## src/hdl/frsqrt_pkg.sv

```systemverilog
`default_nettype none
package frsqrt_pkg;

  localparam logic [31:0] MAGIC          = 32'h5f375a86;
  localparam logic [31:0] ONE_HALF       = 32'h3F000000;
  localparam logic [31:0] THREE_HALVES   = 32'h3FC00000;
  localparam logic [31:0] QNAN           = 32'h7FC00000;
  localparam logic [31:0] SIGN_MASK      = 32'h80000000;
  localparam logic [30:0] INF_MAG        = 31'h7F800000;

  // Pipeline depths of the float units
  localparam int MUL_DEPTH  = 3;
  localparam int ADD_DEPTH  = 4;

  // Intermediate result between arithmetic and rounding:
  // value = sig * 2^exp, or a fixed pattern when spec is set.
  typedef struct packed {
    logic                spec;
    logic [31:0]         spec_val;
    logic                sign;
    logic signed [11:0]  exp;
    logic [63:0]         sig;
  } op_t;

  function automatic logic is_nan(input logic [31:0] a);
    return a[30:0] > INF_MAG;
  endfunction

  function automatic logic is_inf(input logic [31:0] a);
    return a[30:0] == INF_MAG;
  endfunction

  function automatic logic is_zero(input logic [31:0] a);
    return a[30:0] == 31'd0;
  endfunction

  function automatic logic [23:0] unpack_sig(input logic [31:0] a);
    return (a[30:23] == 8'd0) ? {1'b0, a[22:0]} : {1'b1, a[22:0]};
  endfunction

  function automatic logic signed [11:0] unpack_exp(input logic [31:0] a);
    return (a[30:23] == 8'd0) ? -12'sd149 : ($signed({4'd0, a[30:23]}) - 12'sd150);
  endfunction

  // Shift the significand up to bit 63; exp becomes the biased exponent.
  function automatic op_t normalize(input op_t op);
    op_t        r;
    logic [6:0] lz;
    r  = op;
    lz = 7'd0;
    for (int i = 0; i < 64; i++) begin
      if (op.sig[i]) lz = 7'(63 - i);
    end
    if (!op.spec) begin
      r.sig = op.sig << lz;
      r.exp = op.exp + 12'sd190 - $signed({5'd0, lz});
    end
    return r;
  endfunction

  // Round to nearest even and pack a normalized operand.
  function automatic logic [31:0] round_pack(input op_t op);
    logic signed [11:0] b;
    logic signed [11:0] d;
    logic [6:0]         s;
    logic [63:0]        mant;
    logic [63:0]        mask;
    logic [63:0]        rem;
    logic [63:0]        half_v;
    logic [31:0]        r;
    b = op.exp;
    d = (b < 12'sd1) ? (12'sd41 - b) : 12'sd40;
    s = 7'd0;
    mant = 64'd0;
    mask = 64'd0;
    rem = 64'd0;
    half_v = 64'd0;
    if (op.spec) begin
      r = op.spec_val;
    end else if (d > 12'sd64) begin
      r = {op.sign, 31'd0};
    end else begin
      s      = d[6:0];
      mant   = op.sig >> s;
      mask   = (64'd1 << s) - 64'd1;
      rem    = op.sig & mask;
      half_v = 64'd1 << (s - 7'd1);
      if (rem > half_v || (rem == half_v && mant[0])) mant = mant + 64'd1;
      if (b < 12'sd1) begin
        // a carry into the exponent field is the correct result
        r = {op.sign, mant[30:0]};
      end else begin
        if (mant[24]) begin
          mant = mant >> 1;
          b    = b + 12'sd1;
        end
        if (b >= 12'sd255) r = {op.sign, INF_MAG};
        else r = {op.sign, b[7:0], mant[22:0]};
      end
    end
    return r;
  endfunction

endpackage
`default_nettype wire

```

## src/hdl/frsqrt_mul.sv

```systemverilog
`default_nettype none
module frsqrt_mul (
  input  wire logic        clk,
  input  wire logic        rst,
  input  wire logic        en,
  input  wire logic        vld_in,
  input  wire logic [31:0] a,
  input  wire logic [31:0] b,
  output logic             vld_out,
  output logic [31:0]      y
);

  frsqrt_pkg::op_t prod;
  frsqrt_pkg::op_t norm;
  frsqrt_pkg::op_t prod_next;
  logic            vld1;
  logic            vld2;
  logic            sign;
  logic [47:0]     sig_prod;

  always_comb begin
    sign = a[31] ^ b[31];
    sig_prod = frsqrt_pkg::unpack_sig(a) * frsqrt_pkg::unpack_sig(b);
    prod_next = '0;
    prod_next.sign = sign;
    if (frsqrt_pkg::is_nan(a) || frsqrt_pkg::is_nan(b)) begin
      prod_next.spec = 1'b1;
      prod_next.spec_val = frsqrt_pkg::QNAN;
    end else if (frsqrt_pkg::is_inf(a) || frsqrt_pkg::is_inf(b)) begin
      prod_next.spec = 1'b1;
      prod_next.spec_val = (frsqrt_pkg::is_zero(a) || frsqrt_pkg::is_zero(b)) ?
                           frsqrt_pkg::QNAN : {sign, frsqrt_pkg::INF_MAG};
    end else if (frsqrt_pkg::is_zero(a) || frsqrt_pkg::is_zero(b)) begin
      prod_next.spec = 1'b1;
      prod_next.spec_val = {sign, 31'd0};
    end else begin
      prod_next.exp = frsqrt_pkg::unpack_exp(a) + frsqrt_pkg::unpack_exp(b);
      prod_next.sig = {16'd0, sig_prod};
    end
  end

  always_ff @(posedge clk) begin
    if (rst) begin
      vld1    <= 1'b0;
      vld2    <= 1'b0;
      vld_out <= 1'b0;
    end else if (en) begin
      vld1    <= vld_in;
      vld2    <= vld1;
      vld_out <= vld2;
    end
  end

  always_ff @(posedge clk) begin
    if (en) begin
      prod <= prod_next;
      norm <= frsqrt_pkg::normalize(prod);
      y    <= frsqrt_pkg::round_pack(norm);
    end
  end

endmodule
`default_nettype wire

```

## config.mk

```make
export PLATFORM = sky130hd
export DESIGN_NAME = frsqrt_mul
export DESIGN_NICKNAME = d
export VERILOG_FILES = /design/src/hdl/frsqrt_pkg.sv /design/src/hdl/frsqrt_mul.sv
export SDC_FILE = /design/constraint.sdc
export NUM_CORES = 2
export LEC_CHECK = 0
export ABC_CLOCK_PERIOD_IN_PS = 13620
export BUFFER_PORTS_ARGS = -buffer_cell sky130_fd_sc_hd__clkbuf_2
export CORE_UTILIZATION = 50
export DETAILED_ROUTE_END_ITERATION = 10
export PLACE_DENSITY = 0.66
export SYNTH_ARGS = -nofsm -noshare
export SYNTH_HDL_FRONTEND = slang
export SYNTH_SLANG_ARGS = --single-unit
```

## constraint.sdc

```tcl
create_clock -name clk -period 13.62 [get_ports clk]
set_clock_uncertainty 0.2 [all_clocks]
set_input_delay 2.043 -clock clk [delete_from_list [all_inputs] [get_ports clk]]
set_output_delay 2.043 -clock clk [all_outputs]
set_load 0.1 [all_outputs]
```

; ---- Word level (Yosys, flattened, before mapping)
; Cells that the tools add are included.
[word_totals]
output_inout_bits = 33
inputBits = 68
regBits = 255
elab_cells = 140
[op_classes]
n_lt_le_gt_ge = 6
reduce_logical = 11
addsub = 10
n_eq_ne = 3
multipliers = 1
bitwise_logic = 2
shifts = 4
mux = 88
[ops]
columns = op, n
row1 = 7-bit two-way mux, 64
row2 = 31-bit two-way mux, 7
row3 = "1-bit by 7-bit left shift with 64-bit output, first input constant", 2
row4 = 12-bit two-way mux, 8
row5 = 32-bit two-way mux, 3
row6 = 76-bit two-way mux, 1
row7 = 64-bit bitwise AND, 1
row8 = 64-bit equality test, 1
row9 = 64-bit > comparator, 1
row10 = 64-bit by 7-bit left shift with 64-bit output, 1
row11 = 64-bit by 7-bit >> shifter with 31-bit output, 1
row12 = "64-bit by 1-bit subtractor with 64-bit output, second input constant", 1
row13 = "31-bit equality test, second input constant", 2
row14 = "31-bit > comparator, second input constant", 2
row15 = 31-bit zero test, 2
row16 = 24-bit by 24-bit multiplier with 48-bit output, 1
row17 = 24-bit two-way mux, 2
row18 = 33-bit two-way mux, 1
row19 = "31-bit by 1-bit adder with 31-bit output, second input constant", 1
row20 = 23-bit two-way mux, 1
row21 = "8-bit by 8-bit subtractor with 9-bit output, second input constant", 2
row22 = 8-bit zero test, 2
row23 = 12-bit adder, 1
row24 = "12-bit by 2-bit adder with 12-bit output, second input constant", 1
row25 = other kinds (13), 16

; ---- Longest topological paths before layout
[logic_depth]
ltp_word = 67
depth_mapped = 44
depth_no_buf = 34

; ---- Worst setup path after synthesis
; OpenSTA, ideal clock, no wires.
[synth_path]
path_kind = register to register
startpoint = register norm[64] (netlist bit)
endpoint = register y[12] (data pin)
path_stages_with_launch = 43
setup_ns = 0.169
slack_ns = 3.313
arrival_ns = 9.937
n_path_buf = 10
synth_period_minus_slack_ns = 10.307
required_time_ns = 13.251
cell_sequence = edfxtp_1 -> buf_2 -> clkinv_1 -> clkbuf_1 -> buf_1 -> ha_1 -> nor2b_1 -> a41oi_4 -> buf_2 -> nor2_2 -> buf_2 -> buf_2 -> buf_1 -> nor2_1 -> nand2_1 -> ha_1 -> clkbuf_1 -> o21ai_1 -> [... 7 more ...] -> nor3_1 -> o21a_1 -> ha_1 -> nand2_1 -> nor3_1 -> nand3_1 -> or4_1 -> o2111ai_1 -> o21ai_0 -> nor4_4 -> and4bb_2 -> nand4_2 -> a2111oi_2 -> mux2i_1 -> a211oi_4 -> or4b_4 -> buf_12 -> o31ai_1
[synth_via]
elab_chain_cells = 22
word_cells_on_any_way = 31
cone_classes = add/sub (5) / order compare (4) / eq/ne (1) / shift (3) / mux (15) / bitwise (1) / reduce/logical (2)
[synth_lines]
columns = element, line_no
row1 = start: declaration, frsqrt_mul.sv:14  ; frsqrt_pkg::op_t norm;
row2 = start signal: assignment, frsqrt_mul.sv:57  ; norm <= frsqrt_pkg::normalize(prod);
row3 = branches (longest 20 deep; another with 64-bit by 1-bit subtractor with 64-bit output), --
row4 = 31-bit two-way mux (*), frsqrt_pkg.sv:80  ; end else if (d > 12'sd64) begin
row5 = 32-bit two-way mux (*), frsqrt_pkg.sv:78  ; if (op.spec) begin
row6 = end signal: assignment, frsqrt_mul.sv:58  ; y <= frsqrt_pkg::round_pack(norm);
row7 = end: declaration, frsqrt_mul.sv:10  ; output logic [31:0] y
; Mark *: on every way between the ends. The select of a mux whose other input is x is not followed.
; A chain may end at the register's enable or synchronous reset.

; ---- Final worst setup path
[layout_path]
startpoint = register norm[70] (netlist bit)
endpoint = register y[3] (data pin)
; Same word-level chain as after synthesis.

==> metrics.txt <==
# TYPE chip_impl_metric gauge
chip_impl_info{name="outcome",value="complete, no violations"} 1
chip_impl_metric{name="fin_tns_setup",unit="ps"} 0
chip_impl_metric{name="layout_worst_path_cycle_share",unit="%"} 85.3
chip_impl_metric{name="initial_core_util",unit="%"} 50.9
chip_impl_metric{name="design.portCount",unit=""} 101
chip_impl_info{name="crit_path_start_kind",value="flop"} 1
chip_impl_metric{name="die_y",unit="um"} 281
chip_impl_metric{name="timing.fmax",unit="GHz"} 0.0861
chip_impl_metric{name="synth_async_sr_flop_share",unit="%"} 0
chip_impl_metric{name="placeableCoreArea",unit="um^2"} 76500
chip_impl_metric{name="required",unit="ps"} 13650
chip_impl_metric{name="drt_drc_violations_left",unit=""} 0
chip_impl_metric{name="grt_pass1_vias",unit=""} 35653
chip_impl_metric{name="cts-htree-levels",unit=""} 4
chip_impl_metric{name="cp_data_arrival_time",unit="ps"} 11650
chip_impl_info{name="post-synth-top-count-cell",value="sky130_fd_sc_hd__nand2_1"} 1
chip_impl_metric{name="worstSkewPairLatency",unit="ps"} 470
chip_impl_info{name="critPathTopFamily",value="simple AND/OR/NAND/NOR gates"} 1
chip_impl_metric{name="dieArea",unit="um^2"} 79000
chip_impl_metric{name="wl",unit="um"} 143000
chip_impl_metric{name="grt_util_all_layers",unit="%"} 36.5
chip_impl_metric{name="cts_max_path_buffers",unit=""} 2
chip_impl_metric{name="tightestPinTransition",unit="ps"} 1290
chip_impl_metric{name="post-cts-setup-buffer-count",unit=""} 0
chip_impl_metric{name="timing.reg2reg.setup_slack",unit="ps"} 2010
chip_impl_metric{name="numCtsBuffers",unit=""} 17
chip_impl_info{name="timing.setup.critical_path_class",value="reg2reg"} 1
chip_impl_metric{name="netlist.area_leader.share",unit="%"} 24.9
chip_impl_info{name="tritoncts",value="done"} 1
chip_impl_metric{name="clock_sinks",unit=""} 181
chip_impl_metric{name="netlist_area",unit="um^2"} 38900
chip_impl_info{name="critical_path.slowest_cell",value="sky130_fd_sc_hd__a41o_2"} 1
chip_impl_metric{name="place_hpwl",unit="um"} 110000
chip_impl_metric{name="period_minus_slack",unit="ps"} 11610
chip_impl_metric{name="synth_area_per_cell",unit="um^2"} 8.23
chip_impl_metric{name="port_buffers",unit=""} 100
chip_impl_metric{name="antenna_found_initial",unit=""} 4
chip_impl_info{name="synth.top_cells.by_area",value="sky130_fd_sc_hd__fa_1 25%, sky130_fd_sc_hd__edfxtp_1 14%, sky130_fd_sc_hd__ha_1 8.9%"} 1
chip_impl_metric{name="cts_hold_repair.buffers",unit=""} 0
chip_impl_metric{name="floorplan.rows",unit=""} 101
chip_impl_metric{name="num-nets-final",unit=""} 5453
chip_impl_metric{name="wire_length_of_the_first_global_routing_pass",unit="um"} 217000
chip_impl_metric{name="gpl.final_weighted_congestion",unit=""} 1.02
chip_impl_metric{name="synth_seq_area_share",unit="%"} 13.9
chip_impl_metric{name="maxSlewViolCount",unit=""} 0
chip_impl_metric{name="max_cap_violations",unit=""} 0
chip_impl_metric{name="vias",unit=""} 35628
chip_impl_metric{name="largest_net_degree_at_the_start_of_global_routing",unit=""} 73
chip_impl_metric{name="drt_first_pass_iters",unit=""} 6
chip_impl_metric{name="finalSetupViolations",unit=""} 0
chip_impl_metric{name="path_max_fanout",unit=""} 32
chip_impl_metric{name="synth_seq_cells",unit=""} 181
chip_impl_info{name="min_path_type",value="reg2reg"} 1
chip_impl_metric{name="slew_headroom",unit="%"} 13.6
chip_impl_info{name="synth_common_cells",value="697 x sky130_fd_sc_hd__nand2_1, 555 x sky130_fd_sc_hd__inv_1, 484 x sky130_fd_sc_hd__fa_1"} 1
chip_impl_info{name="yosys.area.top_type",value="sky130_fd_sc_hd__fa_1"} 1
chip_impl_metric{name="worst-path-buf-inv",unit=""} 3
chip_impl_metric{name="drtIter0Drc",unit=""} 3512
chip_impl_metric{name="worst_path_largest_cell_delay",unit="ps"} 860
chip_impl_metric{name="vias_per_std_cell",unit=""} 6.28
chip_impl_metric{name="hold_viol",unit=""} 0
chip_impl_metric{name="area_delta_synth_final",unit="%"} 4.67
chip_impl_metric{name="clkSlewWorstSetupHoldPaths",unit="ps"} 90
chip_impl_metric{name="grt_overflow_total",unit=""} 0
chip_impl_info{name="rsz0062_at_grt",value="false"} 1
chip_impl_metric{name="die_width",unit="um"} 281
chip_impl_metric{name="ctsResizeCount",unit=""} 0
chip_impl_metric{name="ys.warnings.count",unit=""} 0
chip_impl_metric{name="netlist-cell-type-count",unit=""} 101
chip_impl_metric{name="layout-drive-gt1-share",unit="%"} 6.75
chip_impl_metric{name="wl_per_cell",unit="um"} 25.2
chip_impl_metric{name="synth-edff-count",unit=""} 178
chip_impl_metric{name="route.antenna.remaining_nets",unit=""} 0
chip_impl_metric{name="fill_cells",unit=""} 7338
chip_impl_info{name="worst_setup_path_end_kind",value="flop"} 1
chip_impl_metric{name="syn-instance-count",unit=""} 4727
chip_impl_metric{name="synth.net_count",unit=""} 5555
chip_impl_info{name="clock-root-buffer",value="sky130_fd_sc_hd__clkbuf_16"} 1
chip_impl_info{name="postSynth.topFlopCell",value="sky130_fd_sc_hd__edfxtp_1"} 1
worst paths after layout:
kind / startpoint / end / cells after the start
max: norm[70]$_DFFE_PP_ / y[3]$_SDFFCE_PP0P_ / 32
max reg2reg: norm[70]$_DFFE_PP_ / y[3]$_SDFFCE_PP0P_ / 32
min reg2reg: prod[99]$_SDFFCE_PP1P_ / norm[99]$_DFFE_PP_ / 0
min: prod[99]$_SDFFCE_PP1P_ / norm[99]$_DFFE_PP_ / 0
layout make-up:
cell class | count | area [um^2] | area share [%]
diodes | 6 | 15.0 | 0.0368
clock buffers | 18 | 439 | 1.08
repair buffers | 176 | 1080 | 2.64
clock inverters | 14 | 178 | 0.436
well taps | 1030 | 1290 | 3.16
flip-flops and latches | 181 | 5410 | 13.3
multi-input cells | 3689 | 30200 | 74.2
inverters | 560 | 2100 | 5.16
layer usage:
metal	GRT usage, %	wire length [um]	part of all wire, %
met5	0	13	0.0091
met4	19.9	8680	6.1
met3	4.79	10800	7.6
met2	60.2	66300	46
met1	46.5	56900	40
registers in the layout (all words and copies together), names as in the netlist:
register / count
y: 32
norm: 81
vld2: 1
prod: 65
vld_out: 1
vld1: 1
logic make-up (layout without fill, tap and decap cells):
kind of cell / after synthesis / after routing / synth area share, %
XOR/XNOR: 113 / 113 / 2.54
flip-flops: 181 / 181 / 13.9
buffers and inverters: 857 / 768 / 8.64
other: 0 / 6 / 0
multiplexers: 143 / 143 / 3.86
AO/OA/AOI/OAI: 899 / 899 / 15.6
AND/OR/NAND/NOR: 1774 / 1774 / 21.7
adder cells (fa/ha/maj): 760 / 760 / 33.8
worst register-to-register path: cells and delay by family, from the launching register on:
kind                     cells  cell delay, ps
AO/OA/AOI/OAI                9            3480
multiplexers                 1             200
XOR/XNOR                     1             150
flip-flops                   1             540
adder cells (fa/ha/maj)      2             810
AND/OR/NAND/NOR             16            5210
buffers and inverters        3             800
stage by stage:
step | hold slack, ps | cells | setup WS, ps | util, % | instance area [um^2]
finish | 220 | 5674 | 2010 | 53.3 | 40700
floorplan | 200 | 4727 | 3310 | - | 38900
CTS | 225 | 5668 | 2290 | 53.3 | 40700
global route | 234 | 5669 | 1620 | 53.3 | 40700
global placement | 204 | 5636 | 2640 | 52.5 | 40100
detailed placement | 208 | 5636 | 2340 | 52.5 | 40100
cell usage in the layout, fill, tap and decap left out, types with 21 or more instances in the layout:
cell                       netlist  layout
sky130_fd_sc_hd__o21ai_0       196     195
sky130_fd_sc_hd__xnor2_1        59      59
sky130_fd_sc_hd__a22oi_1        23      23
sky130_fd_sc_hd__a21o_1         47      47
sky130_fd_sc_hd__ha_1          276     275
sky130_fd_sc_hd__nand4_1        48      48
sky130_fd_sc_hd__clkbuf_2        0      99
sky130_fd_sc_hd__nand2b_1       31      31
sky130_fd_sc_hd__inv_1         555     555
sky130_fd_sc_hd__fa_1          484     484
sky130_fd_sc_hd__xor2_1         54      54
sky130_fd_sc_hd__nor2_1        269     266
sky130_fd_sc_hd__a31oi_1        36      36
sky130_fd_sc_hd__nand3_1       201     201
sky130_fd_sc_hd__and2_1        259     259
sky130_fd_sc_hd__nand2_1       697     694
sky130_fd_sc_hd__and3_1         41      41
sky130_fd_sc_hd__o211ai_1       61      61
sky130_fd_sc_hd__o22ai_1        25      25
sky130_fd_sc_hd__nor3_1         85      83
sky130_fd_sc_hd__a211oi_1       64      64
sky130_fd_sc_hd__edfxtp_1      178     178
sky130_fd_sc_hd__a21oi_1       180     180
sky130_fd_sc_hd__o31ai_1        21      21
sky130_fd_sc_hd__buf_4           8      76
sky130_fd_sc_hd__nor2b_1        36      36
sky130_fd_sc_hd__nor4_1         37      37
sky130_fd_sc_hd__mux2_2         28      28
sky130_fd_sc_hd__mux2i_1       112     112
Power is not shown: default switching activity piles up to over one toggle a cycle in this logic, so the estimate is an artifact.
